<file path="src/design/nscm_pkg.sv">
// Shared types, codes and constants of the NFC SPI command monitor.
package nscm_pkg;

  // Longest data burst counted before bytes are flagged as excess
  localparam int MAX_BURST = 1024;
  localparam int CNT_W     = $clog2(MAX_BURST + 1);
  localparam int IDX_W     = 11;

  // Decoupling queue geometry
  localparam int Q_DEPTH = 2;
  localparam int Q_AW    = $clog2(Q_DEPTH);
  localparam int Q_CW    = $clog2(Q_DEPTH + 1);

  // Record kinds
  localparam logic [2:0] REC_DATA    = 3'd0;
  localparam logic [2:0] REC_DIRECT  = 3'd1;
  localparam logic [2:0] REC_END     = 3'd2;
  localparam logic [2:0] REC_UNKNOWN = 3'd3;
  localparam logic [2:0] REC_MISSING = 3'd4;
  localparam logic [2:0] REC_EXCESS  = 3'd5;

  // Command kinds, plus internal pending codes
  localparam logic [3:0] KIND_WRITE   = 4'd0;
  localparam logic [3:0] KIND_READ    = 4'd1;
  localparam logic [3:0] KIND_WRITE_B = 4'd2;
  localparam logic [3:0] KIND_WRITE_T = 4'd4;
  localparam logic [3:0] KIND_FIFO_W  = 4'd6;
  localparam logic [3:0] KIND_FIFO_R  = 4'd7;
  localparam logic [3:0] KIND_DIRECT  = 4'd8;
  localparam logic [3:0] KIND_NONE    = 4'd9;
  localparam logic [3:0] KIND_PFX_B   = 4'd10;
  localparam logic [3:0] KIND_PFX_T   = 4'd11;

  // Chip-select event classes
  localparam logic [1:0] EV_NONE    = 2'd0;
  localparam logic [1:0] EV_RELEASE = 2'd1;
  localparam logic [1:0] EV_END     = 2'd2;

  // Chip-select level codes
  localparam logic [1:0] CS_LOW  = 2'd0;
  localparam logic [1:0] CS_HIGH = 2'd1;

  // Command byte classes
  localparam logic [3:0] CLS_REG_W   = 4'd0;
  localparam logic [3:0] CLS_REG_R   = 4'd1;
  localparam logic [3:0] CLS_FIFO_W  = 4'd2;
  localparam logic [3:0] CLS_SPEC_W  = 4'd3;
  localparam logic [3:0] CLS_SPEC_R  = 4'd4;
  localparam logic [3:0] CLS_FIFO_R  = 4'd5;
  localparam logic [3:0] CLS_DIRECT  = 4'd6;
  localparam logic [3:0] CLS_PFX_B   = 4'd7;
  localparam logic [3:0] CLS_PFX_T   = 4'd8;
  localparam logic [3:0] CLS_BAD     = 4'd9;

  // Command byte values
  localparam logic [7:0] ADDR_MASK    = 8'h3F;
  localparam logic [7:0] TOP_MASK     = 8'hC0;
  localparam logic [7:0] TOP_READ     = 8'h40;
  localparam logic [7:0] BYTE_FIFO_W  = 8'h80;
  localparam logic [7:0] BYTE_FIFO_R  = 8'h9F;
  localparam logic [7:0] BYTE_SPEC_W0 = 8'hA0;
  localparam logic [7:0] BYTE_SPEC_W1 = 8'hA8;
  localparam logic [7:0] BYTE_SPEC_W2 = 8'hAC;
  localparam logic [7:0] BYTE_SPEC_R  = 8'hBF;
  localparam logic [7:0] BYTE_DIR_LO  = 8'hC0;
  localparam logic [7:0] BYTE_DIR_HI  = 8'hE8;
  localparam logic [7:0] BYTE_PFX_B   = 8'hFB;
  localparam logic [7:0] BYTE_PFX_T   = 8'hFC;

  // Classified input word carried through the queue
  typedef struct packed {
    logic       is_cs;
    logic [1:0] ev;
    logic [3:0] cls;
    logic [7:0] mosi;
    logic [7:0] miso;
  } item_t;

  // One result record
  typedef struct packed {
    logic [2:0]       rec;
    logic [3:0]       kind;
    logic [7:0]       addr;
    logic [7:0]       data;
    logic [IDX_W-1:0] idx;
  } rec_t;

  // Queue to back-end handshake
  typedef struct packed {
    logic  valid;
    item_t item;
  } q_head_t;

endpackage

</file>
<file path="src/design/nscm_front.sv">
// Front end: classify chip-select events and command bytes of each input word.
module nscm_front (
  input  logic           in_mode,
  input  logic [7:0]     in_mosi,
  input  logic [7:0]     in_miso,
  input  logic [1:0]     in_cs_before,
  input  logic [1:0]     in_cs_after,
  output nscm_pkg::item_t item
);
  import nscm_pkg::*;

  logic [1:0] ev;
  logic [3:0] cls;

  // Classify chip-select change
  always_comb begin
    ev = EV_NONE;
    if (in_cs_after == CS_HIGH) begin
      if (in_cs_before[1]) begin
        ev = EV_RELEASE;
      end else if (in_cs_before == CS_LOW) begin
        ev = EV_END;
      end
    end
  end

  // Classify the MOSI byte as a command
  always_comb begin
    if ((in_mosi & TOP_MASK) == 8'h00) begin
      cls = CLS_REG_W;
    end else if ((in_mosi & TOP_MASK) == TOP_READ) begin
      cls = CLS_REG_R;
    end else if (in_mosi == BYTE_FIFO_W) begin
      cls = CLS_FIFO_W;
    end else if (in_mosi == BYTE_SPEC_W0 || in_mosi == BYTE_SPEC_W1 ||
                 in_mosi == BYTE_SPEC_W2) begin
      cls = CLS_SPEC_W;
    end else if (in_mosi == BYTE_SPEC_R) begin
      cls = CLS_SPEC_R;
    end else if (in_mosi == BYTE_FIFO_R) begin
      cls = CLS_FIFO_R;
    end else if (in_mosi >= BYTE_DIR_LO && in_mosi <= BYTE_DIR_HI) begin
      cls = CLS_DIRECT;
    end else if (in_mosi == BYTE_PFX_B) begin
      cls = CLS_PFX_B;
    end else if (in_mosi == BYTE_PFX_T) begin
      cls = CLS_PFX_T;
    end else begin
      cls = CLS_BAD;
    end
  end

  assign item.is_cs = in_mode;
  assign item.ev    = ev;
  assign item.cls   = cls;
  assign item.mosi  = in_mosi;
  assign item.miso  = in_miso;

endmodule

</file>
<file path="src/design/nscm_queue.sv">
// Short queue between the classifying front end and the executing back end.
module nscm_queue (
  input  logic              clk,
  input  logic              rst_n,
  input  logic              push,
  input  nscm_pkg::item_t   push_item,
  output logic              can_push,
  input  logic              pop,
  output nscm_pkg::q_head_t head
);
  import nscm_pkg::*;

  item_t           slot_r [Q_DEPTH];
  logic [Q_AW-1:0] wr_ptr_r, wr_ptr_nxt;
  logic [Q_AW-1:0] rd_ptr_r, rd_ptr_nxt;
  logic [Q_CW-1:0] count_r, count_nxt;
  logic            do_push, do_pop;

  assign can_push = (count_r != Q_CW'(Q_DEPTH));
  assign do_push  = push && can_push;
  assign do_pop   = pop && (count_r != '0);

  assign head.valid = (count_r != '0);
  assign head.item  = slot_r[rd_ptr_r];

  // Advance pointers and fill level
  always_comb begin
    wr_ptr_nxt = wr_ptr_r;
    rd_ptr_nxt = rd_ptr_r;
    count_nxt  = count_r;
    if (do_push) begin
      wr_ptr_nxt = (wr_ptr_r == Q_AW'(Q_DEPTH - 1)) ? '0 : wr_ptr_r + 1'b1;
    end
    if (do_pop) begin
      rd_ptr_nxt = (rd_ptr_r == Q_AW'(Q_DEPTH - 1)) ? '0 : rd_ptr_r + 1'b1;
    end
    if (do_push && !do_pop) begin
      count_nxt = count_r + 1'b1;
    end else if (do_pop && !do_push) begin
      count_nxt = count_r - 1'b1;
    end
  end

  always_ff @(posedge clk) begin
    if (!rst_n) begin
      wr_ptr_r <= '0;
      rd_ptr_r <= '0;
      count_r  <= '0;
    end else begin
      wr_ptr_r <= wr_ptr_nxt;
      rd_ptr_r <= rd_ptr_nxt;
      count_r  <= count_nxt;
    end
  end

  // Store the pushed word
  always_ff @(posedge clk) begin
    if (do_push) begin
      slot_r[wr_ptr_r] <= push_item;
    end
  end

endmodule

</file>
<file path="src/design/nscm_back.sv">
// Back end: transaction state, record generation and the output register.
module nscm_back (
  input  logic              clk,
  input  logic              rst_n,
  input  nscm_pkg::q_head_t head,
  output logic              pop,
  output logic              rec_valid,
  input  logic              rec_ready,
  output nscm_pkg::rec_t    rec
);
  import nscm_pkg::*;

  logic             expect_r, expect_nxt;
  logic [3:0]       pend_r, pend_nxt;
  logic [7:0]       addr_r, addr_nxt;
  logic [CNT_W-1:0] cnt_r, cnt_nxt;
  logic             rel_r, rel_nxt;
  logic             out_valid_r, out_valid_nxt;
  rec_t             out_r, out_nxt;

  logic             emit;
  rec_t             new_rec;
  logic             prefixed;
  logic [3:0]       base;
  logic [7:0]       b;
  logic [7:0]       low_addr;
  item_t            it;

  assign it        = head.item;
  assign b         = it.mosi;
  assign low_addr  = b & ADDR_MASK;
  assign prefixed  = (pend_r == KIND_PFX_B) || (pend_r == KIND_PFX_T);
  assign base      = (pend_r == KIND_PFX_B) ? KIND_WRITE_B : KIND_WRITE_T;

  // Take a word whenever the output register is free or being drained
  assign pop = head.valid && (!out_valid_r || rec_ready);

  // Execute one word against the transaction state
  always_comb begin
    expect_nxt = expect_r;
    pend_nxt   = pend_r;
    addr_nxt   = addr_r;
    cnt_nxt    = cnt_r;
    rel_nxt    = rel_r;
    emit       = 1'b0;
    new_rec    = '0;
    new_rec.addr = b;

    if (it.is_cs) begin
      if (it.ev == EV_RELEASE) begin
        rel_nxt = 1'b1;
      end else if (it.ev == EV_END) begin
        if (pend_r < KIND_DIRECT) begin
          emit         = 1'b1;
          new_rec.rec  = (cnt_r == '0) ? REC_MISSING : REC_END;
          new_rec.kind = pend_r;
          new_rec.addr = addr_r;
          new_rec.idx  = IDX_W'(cnt_r);
        end
        expect_nxt = 1'b1;
        pend_nxt   = KIND_NONE;
        addr_nxt   = '0;
        cnt_nxt    = '0;
        rel_nxt    = 1'b1;
      end
    end else if (rel_r && expect_r && prefixed) begin
      // Second byte after a space prefix
      if (it.cls == CLS_PFX_B || it.cls == CLS_PFX_T) begin
        emit        = 1'b1;
        new_rec.rec = REC_UNKNOWN;
      end else if (it.cls == CLS_REG_W || it.cls == CLS_REG_R) begin
        pend_nxt   = (it.cls == CLS_REG_R) ? (base | 4'd1) : base;
        addr_nxt   = low_addr;
        cnt_nxt    = '0;
        expect_nxt = 1'b0;
      end else begin
        emit        = 1'b1;
        new_rec.rec = REC_UNKNOWN;
        expect_nxt  = 1'b1;
        pend_nxt    = KIND_NONE;
        addr_nxt    = '0;
        cnt_nxt     = '0;
      end
    end else if (rel_r && expect_r) begin
      // Plain command byte
      unique case (it.cls)
        CLS_REG_W, CLS_REG_R, CLS_FIFO_W, CLS_SPEC_W, CLS_SPEC_R, CLS_FIFO_R: begin
          expect_nxt = 1'b0;
          cnt_nxt    = '0;
          addr_nxt   = b;
          case (it.cls)
            CLS_REG_W: begin
              pend_nxt = KIND_WRITE;
              addr_nxt = low_addr;
            end
            CLS_REG_R: begin
              pend_nxt = KIND_READ;
              addr_nxt = low_addr;
            end
            CLS_FIFO_W: pend_nxt = KIND_FIFO_W;
            CLS_SPEC_W: pend_nxt = KIND_WRITE;
            CLS_SPEC_R: pend_nxt = KIND_READ;
            default:    pend_nxt = KIND_FIFO_R;
          endcase
        end
        CLS_DIRECT: begin
          emit         = 1'b1;
          new_rec.rec  = REC_DIRECT;
          new_rec.kind = KIND_DIRECT;
          expect_nxt   = 1'b1;
          pend_nxt     = KIND_NONE;
          addr_nxt     = '0;
          cnt_nxt      = '0;
        end
        CLS_PFX_B: pend_nxt = KIND_PFX_B;
        CLS_PFX_T: pend_nxt = KIND_PFX_T;
        default: begin
          emit        = 1'b1;
          new_rec.rec = REC_UNKNOWN;
          expect_nxt  = 1'b1;
          pend_nxt    = KIND_NONE;
          addr_nxt    = '0;
          cnt_nxt     = '0;
        end
      endcase
    end else if (rel_r) begin
      // Data byte of an open burst
      emit         = 1'b1;
      new_rec.addr = addr_r;
      new_rec.idx  = IDX_W'(cnt_r);
      if (pend_r >= KIND_DIRECT) begin
        new_rec.rec  = REC_EXCESS;
        new_rec.kind = KIND_WRITE;
      end else if (cnt_r >= CNT_W'(MAX_BURST)) begin
        new_rec.rec  = REC_EXCESS;
        new_rec.kind = pend_r;
      end else begin
        new_rec.rec  = REC_DATA;
        new_rec.kind = pend_r;
        new_rec.data = pend_r[0] ? it.miso : it.mosi;
        cnt_nxt      = cnt_r + 1'b1;
      end
    end
  end

  // Load or drain the output register
  always_comb begin
    out_valid_nxt = out_valid_r && !rec_ready;
    out_nxt       = out_r;
    if (pop && emit) begin
      out_valid_nxt = 1'b1;
      out_nxt       = new_rec;
    end
  end

  always_ff @(posedge clk) begin
    if (!rst_n) begin
      expect_r    <= 1'b1;
      pend_r      <= KIND_NONE;
      addr_r      <= '0;
      cnt_r       <= '0;
      rel_r       <= 1'b0;
      out_valid_r <= 1'b0;
    end else begin
      if (pop) begin
        expect_r <= expect_nxt;
        pend_r   <= pend_nxt;
        addr_r   <= addr_nxt;
        cnt_r    <= cnt_nxt;
        rel_r    <= rel_nxt;
      end
      out_valid_r <= out_valid_nxt;
    end
  end

  always_ff @(posedge clk) begin
    out_r <= out_nxt;
  end

  assign rec_valid = out_valid_r;
  assign rec       = out_r;

endmodule

</file>
<file path="src/design/nfc_spi_command_monitor_core.sv">
// Top level of the NFC SPI command monitor: front end, queue and back end.
//
//  channel  | direction | tdata / tuser contents
//  ---------+-----------+-----------------------------------------------------
//  in_*     | input     | mosi, miso, cs_before, cs_after / mode
//  out_*    | output    | command_kind, reg_address, data_byte, byte_index /
//           |           | record_kind
//
// One word per cycle sustained while the output is not stalled; a word's record is
// loaded into the output register from its queue slot by the back-end update.
// The two-entry queue lets the front end keep taking words while a record
// waits in the output register; in_tready drops only when the queue is full.
// rst_n is synchronous: it returns to expecting a command with chip select
// not yet seen released, and empties the queue and output register.
module nfc_spi_command_monitor_core (
  input  logic        clk,
  input  logic        rst_n,
  input  logic        in_tvalid,
  output logic        in_tready,
  input  logic [23:0] in_tdata,   // [7:0] mosi_byte, [15:8] miso_byte,
                                  // [17:16] cs_before, [19:18] cs_after, [23:20] 0
  input  logic [0:0]  in_tuser,   // [0] mode
  output logic        out_tvalid,
  input  logic        out_tready,
  output logic [31:0] out_tdata,  // [3:0] command_kind, [11:4] reg_address,
                                  // [19:12] data_byte, [30:20] byte_index, [31] 0
  output logic [2:0]  out_tuser   // [2:0] record_kind
);
  import nscm_pkg::*;

  item_t   front_item;
  q_head_t head;
  logic    pop;
  rec_t    rec;

  // Classify the incoming word
  nscm_front u_front (
    .in_mode      (in_tuser[0]),
    .in_mosi      (in_tdata[7:0]),
    .in_miso      (in_tdata[15:8]),
    .in_cs_before (in_tdata[17:16]),
    .in_cs_after  (in_tdata[19:18]),
    .item         (front_item)
  );

  // Decouple front and back
  nscm_queue u_queue (
    .clk       (clk),
    .rst_n     (rst_n),
    .push      (in_tvalid),
    .push_item (front_item),
    .can_push  (in_tready),
    .pop       (pop),
    .head      (head)
  );

  // Execute and report
  nscm_back u_back (
    .clk       (clk),
    .rst_n     (rst_n),
    .head      (head),
    .pop       (pop),
    .rec_valid (out_tvalid),
    .rec_ready (out_tready),
    .rec       (rec)
  );

  assign out_tdata = {1'b0, rec.idx, rec.data, rec.addr, rec.kind};
  assign out_tuser = rec.rec;

endmodule

</file>
<file path="config.mk">
export PLATFORM = sky130hd
export DESIGN_NAME = nfc_spi_command_monitor_core
export DESIGN_NICKNAME = d
export VERILOG_FILES = /design/src/design/nscm_pkg.sv /design/src/design/nscm_front.sv /design/src/design/nscm_queue.sv /design/src/design/nscm_back.sv /design/src/design/nfc_spi_command_monitor_core.sv
export SDC_FILE = /design/constraint.sdc
export NUM_CORES = 1
export LEC_CHECK = 0
export BUFFER_PORTS_ARGS = -buffer_cell sky130_fd_sc_hd__buf_4
export CORE_MARGIN = 10
export CORE_UTILIZATION = 62
export DETAILED_ROUTE_END_ITERATION = 10
export PLACE_DENSITY_LB_ADDON = 0.15
export SETUP_SLACK_MARGIN = 0.5
export SLEW_MARGIN = 20
export SYNTH_ARGS = -nofsm -noshare
export SYNTH_HDL_FRONTEND = slang
export SYNTH_HIERARCHICAL = 1
export SYNTH_SLANG_ARGS = --single-unit
</file>
<file path="constraint.sdc">
create_clock -name clk -period 9.75 [get_ports clk]
set_input_delay 0.975 -clock clk [delete_from_list [all_inputs] [get_ports clk]]
set_output_delay 0.975 -clock clk [all_outputs]
set_load 0.02 [all_outputs]
</file>
# Word-level counts from Yosys, hierarchy flattened

Memories as Yosys holds them, arrays and structs flattened. A register that Yosys moved wholly into a read port is not among the register bits.
Index checks and enable logic that the tools add are counted.

Reduce and logical (&&, ||, !) cells: 40
Magnitude comparators: 5
Equality and inequality tests: 30
$add $sub $neg: 5
Mux-type cells: 92
Bitwise gates (word level): 1

Operators with widths:

| kind                                                      | count |
|---|---|
| 2-to-1 mux 11 bit                                         | 14 |
| 2-to-1 mux 8 bit                                          | 10 |
| equality test 8 bit, second input constant                | 8 |
| 2-to-1 mux 4 bit                                          | 16 |
| 2-to-1 mux 15 bit                                         | 4 |
| 2-to-1 mux 34 bit                                         | 1 |
| 2-to-1 mux 31 bit                                         | 1 |
| 2-to-1 mux 27 bit                                         | 1 |
| 2-to-1 mux 1 bit                                          | 26 |
| 2-to-1 mux 7 bit                                          | 3 |
| equality test 4 x 3 -> 1 bit, second input constant       | 4 |
| one-hot mux 8 bit (2 select lines)                        | 1 |
| equality test 4 bit, second input constant                | 3 |
| 2-to-1 mux 2 bit                                          | 6 |
| 2-to-1 mux 3 bit                                          | 4 |
| one-hot mux 4 bit (3 select lines)                        | 1 |
| OR reduction 6 bit                                        | 2 |
| adder 11 x 1 -> 11 bit, second input constant             | 1 |
| greater-or-equal comparator 11 bit, second input constant | 1 |
| zero test 11 bit                                          | 1 |
| logical AND 1 bit                                         | 10 |
| one-hot mux 3 bit (3 select lines)                        | 1 |
| equality test 4 x 2 -> 1 bit, second input constant       | 2 |
| greater-or-equal comparator 8 bit, second input constant  | 1 |
| other kinds (32)                                          | 51 |

Register bits: 64
Logic and storage cells: 188
Input bits: 29
Memories: 1
Bits in writable memories: 46

Memories:

| memory         | depth | width | rd ports | clocked after Yosys merged registers in | write ports | RTL line         | text |
|---|---|---|---|---|---|---|---|
| u_queue.slot_r | 2     | 23    | 1        | 1                                       | 1           | nscm_queue.sv:13 | `item_t slot_r [Q_DEPTH];` |

# Depth between registers and ports, before layout

Word-level depth: 10
Gate-level depth with buffers: 10
Gate-level depth less buffers: 8

# By module

Netlist, hierarchy kept.

By module, submodules not included:

| module                       | area each (µm²) | cells each | instances | seq. area each (µm²) |
|---|---|---|---|---|
| nscm_back                    | 3,015.4         | 288        | 1         | 1,541.5 |
| nscm_queue                   | 1,893.1         | 95         | 1         | 1,481.4 |
| nscm_front                   | 312.8           | 44         | 1         | 0.0 |
| nfc_spi_command_monitor_core | 11.3            | 2          | 1         | 0.0 |

# Worst setup path after synthesis

Ideal clock, no wire load.

Kind: flip-flop to flip-flop
From: reg (tool-made name)
To: reg u_back.out_r (netlist bit u_back/rec[0]) (enable)
Arrival: 3,048 ps
Period minus slack after synthesis: 3,474 ps
Stages on the path, launching flop included: 9
Path slack: 6,276 ps
Path through: dfxtp_1 > buf_2 > mux2_2 > inv_1 > ha_1 > nor2b_1 > and3_1 > a21oi_1 > nor2_1

RTL lines:

| element              | RTL line         | text |
|---|---|---|
| to (signal assigned) | nscm_back.sv:177 | `out_r <= out_nxt;` |
| to (decl)            | nscm_back.sv:19  | `rec_t out_r, out_nxt;` |

==> flow_metrics.env <==
export IMPL_outcome="complete, no violations"
export IMPL_overflow=0
export IMPL_fill_cells=614
export IMPL_hpwl_um=7450
export IMPL_synth_net_count=463
export IMPL_cts_root_buffer_cell="clkbuf_8"
export IMPL_cts_max_level=3
export IMPL_most_common_library_cell_in_the_layout_ignoring_fill_and_taps="edfxtp_1"
export IMPL_dpl_instance_area_mm2=0.00558
export IMPL_worstPathBufferInverterCount=2
export IMPL_number_of_setup_buffers_added_after_cts=0
export IMPL_powerDensity_mw_per_mm2=208
export IMPL_global_route_wire_length_before_repair_um=17400
export IMPL_setup_worst_path_start_class="register"
export IMPL_finalWeightedCongestion=0.896
export IMPL_tritoncts_num_sinks=111
export IMPL_max_vdd_ir_drop_mv=0.119
export IMPL_critical_path_required_ns=9.87
export IMPL_post_synth_num_cell_types=59
export IMPL_nets=500
export IMPL_detail_route_wl_per_cell_um=18.7
export IMPL_area_growth_syn_to_layout_pct=9.92
export IMPL_diode_insertion_count_for_antenna_repair=0
export IMPL_die_width_um=112
export IMPL_rsz0062_at_grt="no"
export IMPL_grt_max_degree=35
export IMPL_detail_route_wirelength_um=10800
export IMPL_seqCellArea_mm2=0.00302
export IMPL_num_rows=33
export IMPL_tritoncts_num_buffers=9
export IMPL_crit_path_end_kind="register"
export IMPL_floorplan_die_height_um=112
export IMPL_antenna_violating_nets_post_route=0
export IMPL_initial_utilization=0.637
export IMPL_io_pins=66
export IMPL_timing_critical_path_arrival_ns=3.29
export IMPL_floorplan_core_area_mm2=0.00822
export IMPL_drive_above_1_share=0.259
export IMPL_cts_resized=0
export IMPL_cts_tree="yes"
export IMPL_clock_latency_ns=0.37
export IMPL_drt_first_pass_iters=6
export IMPL_clkSlewWorstSetupHoldPaths_ns=0.11
export IMPL_worst_pin_slew_ns=1.03
export IMPL_maxSlewHeadroom=0.313
export IMPL_drcViolationCount=0
export IMPL_synthesis_yosys_warnings=6
export IMPL_layout_common_cells="80 x edfxtp_1, 62 x buf_4, 36 x nor2_1, 34 x mux2_2, 31 x dfxtp_1"
export IMPL_grtUsageTotal=0.170
export IMPL_design_area_mm2=0.00575
export IMPL_timing_fmax_mhz=315
export IMPL_grt_antenna_before_repair=0
export IMPL_syn_avg_cell_area_um2=12.2
export IMPL_path_delay_family="simple AND/OR/NAND/NOR gates"
export IMPL_path_cells="buf_4 > mux2_2 > ha_1 > nor2b_1 > and3_1 > nor2_1 > buf_4 > mux2_2"
export IMPL_setup_viol=0
export IMPL_syn_area_mm2=0.00523
export IMPL_final_setup_skew_ns=0.0206
export IMPL_timing_max_transition_violations_final=0
export IMPL_hold_path_class="register to register"
export IMPL_postSynth_asyncResetShare=0
export IMPL_period_needed_ns=3.17
export IMPL_max_cap_violations=0
export IMPL_routed_via_count=3440
export IMPL_path_class="register to register"
export IMPL_finalSetupTns_ns=0
export IMPL_design_die_area_mm2=0.0125
export IMPL_io_buffer_count=60
export IMPL_vias_in_the_first_global_route=3400
export IMPL_multiInputGateArea_mm2=0.00192
export IMPL_clock_tree_buffer_depth=2
export IMPL_power_static_leakage_nw=2.05
export IMPL_yosysSeqAreaShare=0.578
export IMPL_highest_fanout_seen_on_the_critical_path=23
export IMPL_count_of_flip_flops_with_a_built_in_enable_after_synthesis=80
export IMPL_hold_viol_final=0
export IMPL_layout_worst_path_cycle_share=0.325
export IMPL_via_per_inst=5.97
export IMPL_syn_inst=429
export IMPL_synth_ff_latch_count=111
export IMPL_critical_path_slowest_cell="nor2_1"
export IMPL_slowest_delay_ns=0.62
export IMPL_drt_first_iter_violations=249
export IMPL_ctsHoldBuffers=0
export IMPL_synth_top_flop_cell="edfxtp_1"
-- state kept, by name, summed over array words and instances (netlist names), named ones only --
register and cells:
u_back/addr_r 8, u_back/cnt_r 11, u_back/expect_r 1, u_back/pend_r 4, u_back/rec 34, u_back/rec_valid 1, u_back/rel_r 1, u_queue/count_r 2
u_queue/rd_ptr_r 1, u_queue/slot_r 46, u_queue/wr_ptr_r 1
-- layout make-up --
cell class                 instances  area share
clock inverter                     5     0.00740
tap                              105      0.0228
clock buffer                      11      0.0228
inverter                          11     0.00718
multi-input combinational        271       0.333
sequential                       111       0.526
timing repair buffer              62      0.0809
-- cells by family after synthesis --
family,count (synthesis),share of synthesized area
simple gates,152,0.160
flops,111,0.578
mux,53,0.110
compound gates,48,0.0624
buf+inv,47,0.0576
xor+xnor,12,0.0201
fa+ha+maj,5,0.0120
other cells,1,0.000717
-- synth_stat cells, types with 6 or more instances --
master / n / share of area
edfxtp_1: 80 / 0.46
nor2_1: 37 / 0.027
mux2_2: 34 / 0.073
dfxtp_1: 31 / 0.12
nand2_1: 30 / 0.022
mux2i_1: 19 / 0.036
buf_4: 18 / 0.026
nor2b_1: 12 / 0.014
inv_1: 11 / 0.0079
nand3_1: 11 / 0.011
xnor2_1: 11 / 0.018
a21oi_1: 10 / 0.0096
nor4_1: 9 / 0.011
o21ai_0: 9 / 0.0086
clkbuf_1: 8 / 0.0057
nor3_1: 8 / 0.0077
and2_1: 6 / 0.0072
-- power breakdown --
group | switching, mW | internal, mW
sequential | 0.0245 | 0.559
combinational | 0.213 | 0.152
clock | 0.153 | 0.0962
-- metal layers --
metal	part of all wire	up-vias	global-route usage
met4	0.014	0	0.0506
met3	0.060	13	0.0424
met5	0	-	0
li1	-	1631	-
met1	0.41	1668	0.208
met2	0.51	128	0.288
-- final timing paths --
path | from | end | slack, ns | cells after the start
setup / recovery | register | u_back/rec[26] | 6.58 | 8
hold / removal | u_back/addr_r[4] | u_back/addr_r[4] | 0.47 | 2
setup reg to reg | register | u_back/rec[26] | 6.58 | 8
hold reg to reg | u_back/addr_r[4] | u_back/addr_r[4] | 0.47 | 2
-- worst min-delay path, stage by stage (launching register included) --
cell	delay [ns]
dfxtp_1	0.33
nand2_1	0.05
mux2i_1	0.05
-- metrics by stage --
step                      hold slack, ns  instances  worst slack, ns  utilization  power [mW]
after floorplan                    0.432        429             6.28            -       0.881
after detailed placement           0.451        560             6.61        0.679       0.956
after global placement             0.440        560             6.65        0.679       0.941
after CTS                          0.470        576             6.57        0.700        1.20
after global routing               0.483        576             6.45        0.700        1.26
final                              0.470        576             6.58        0.700        1.20
No activity file was read; power rests on OpenSTA's default activity.
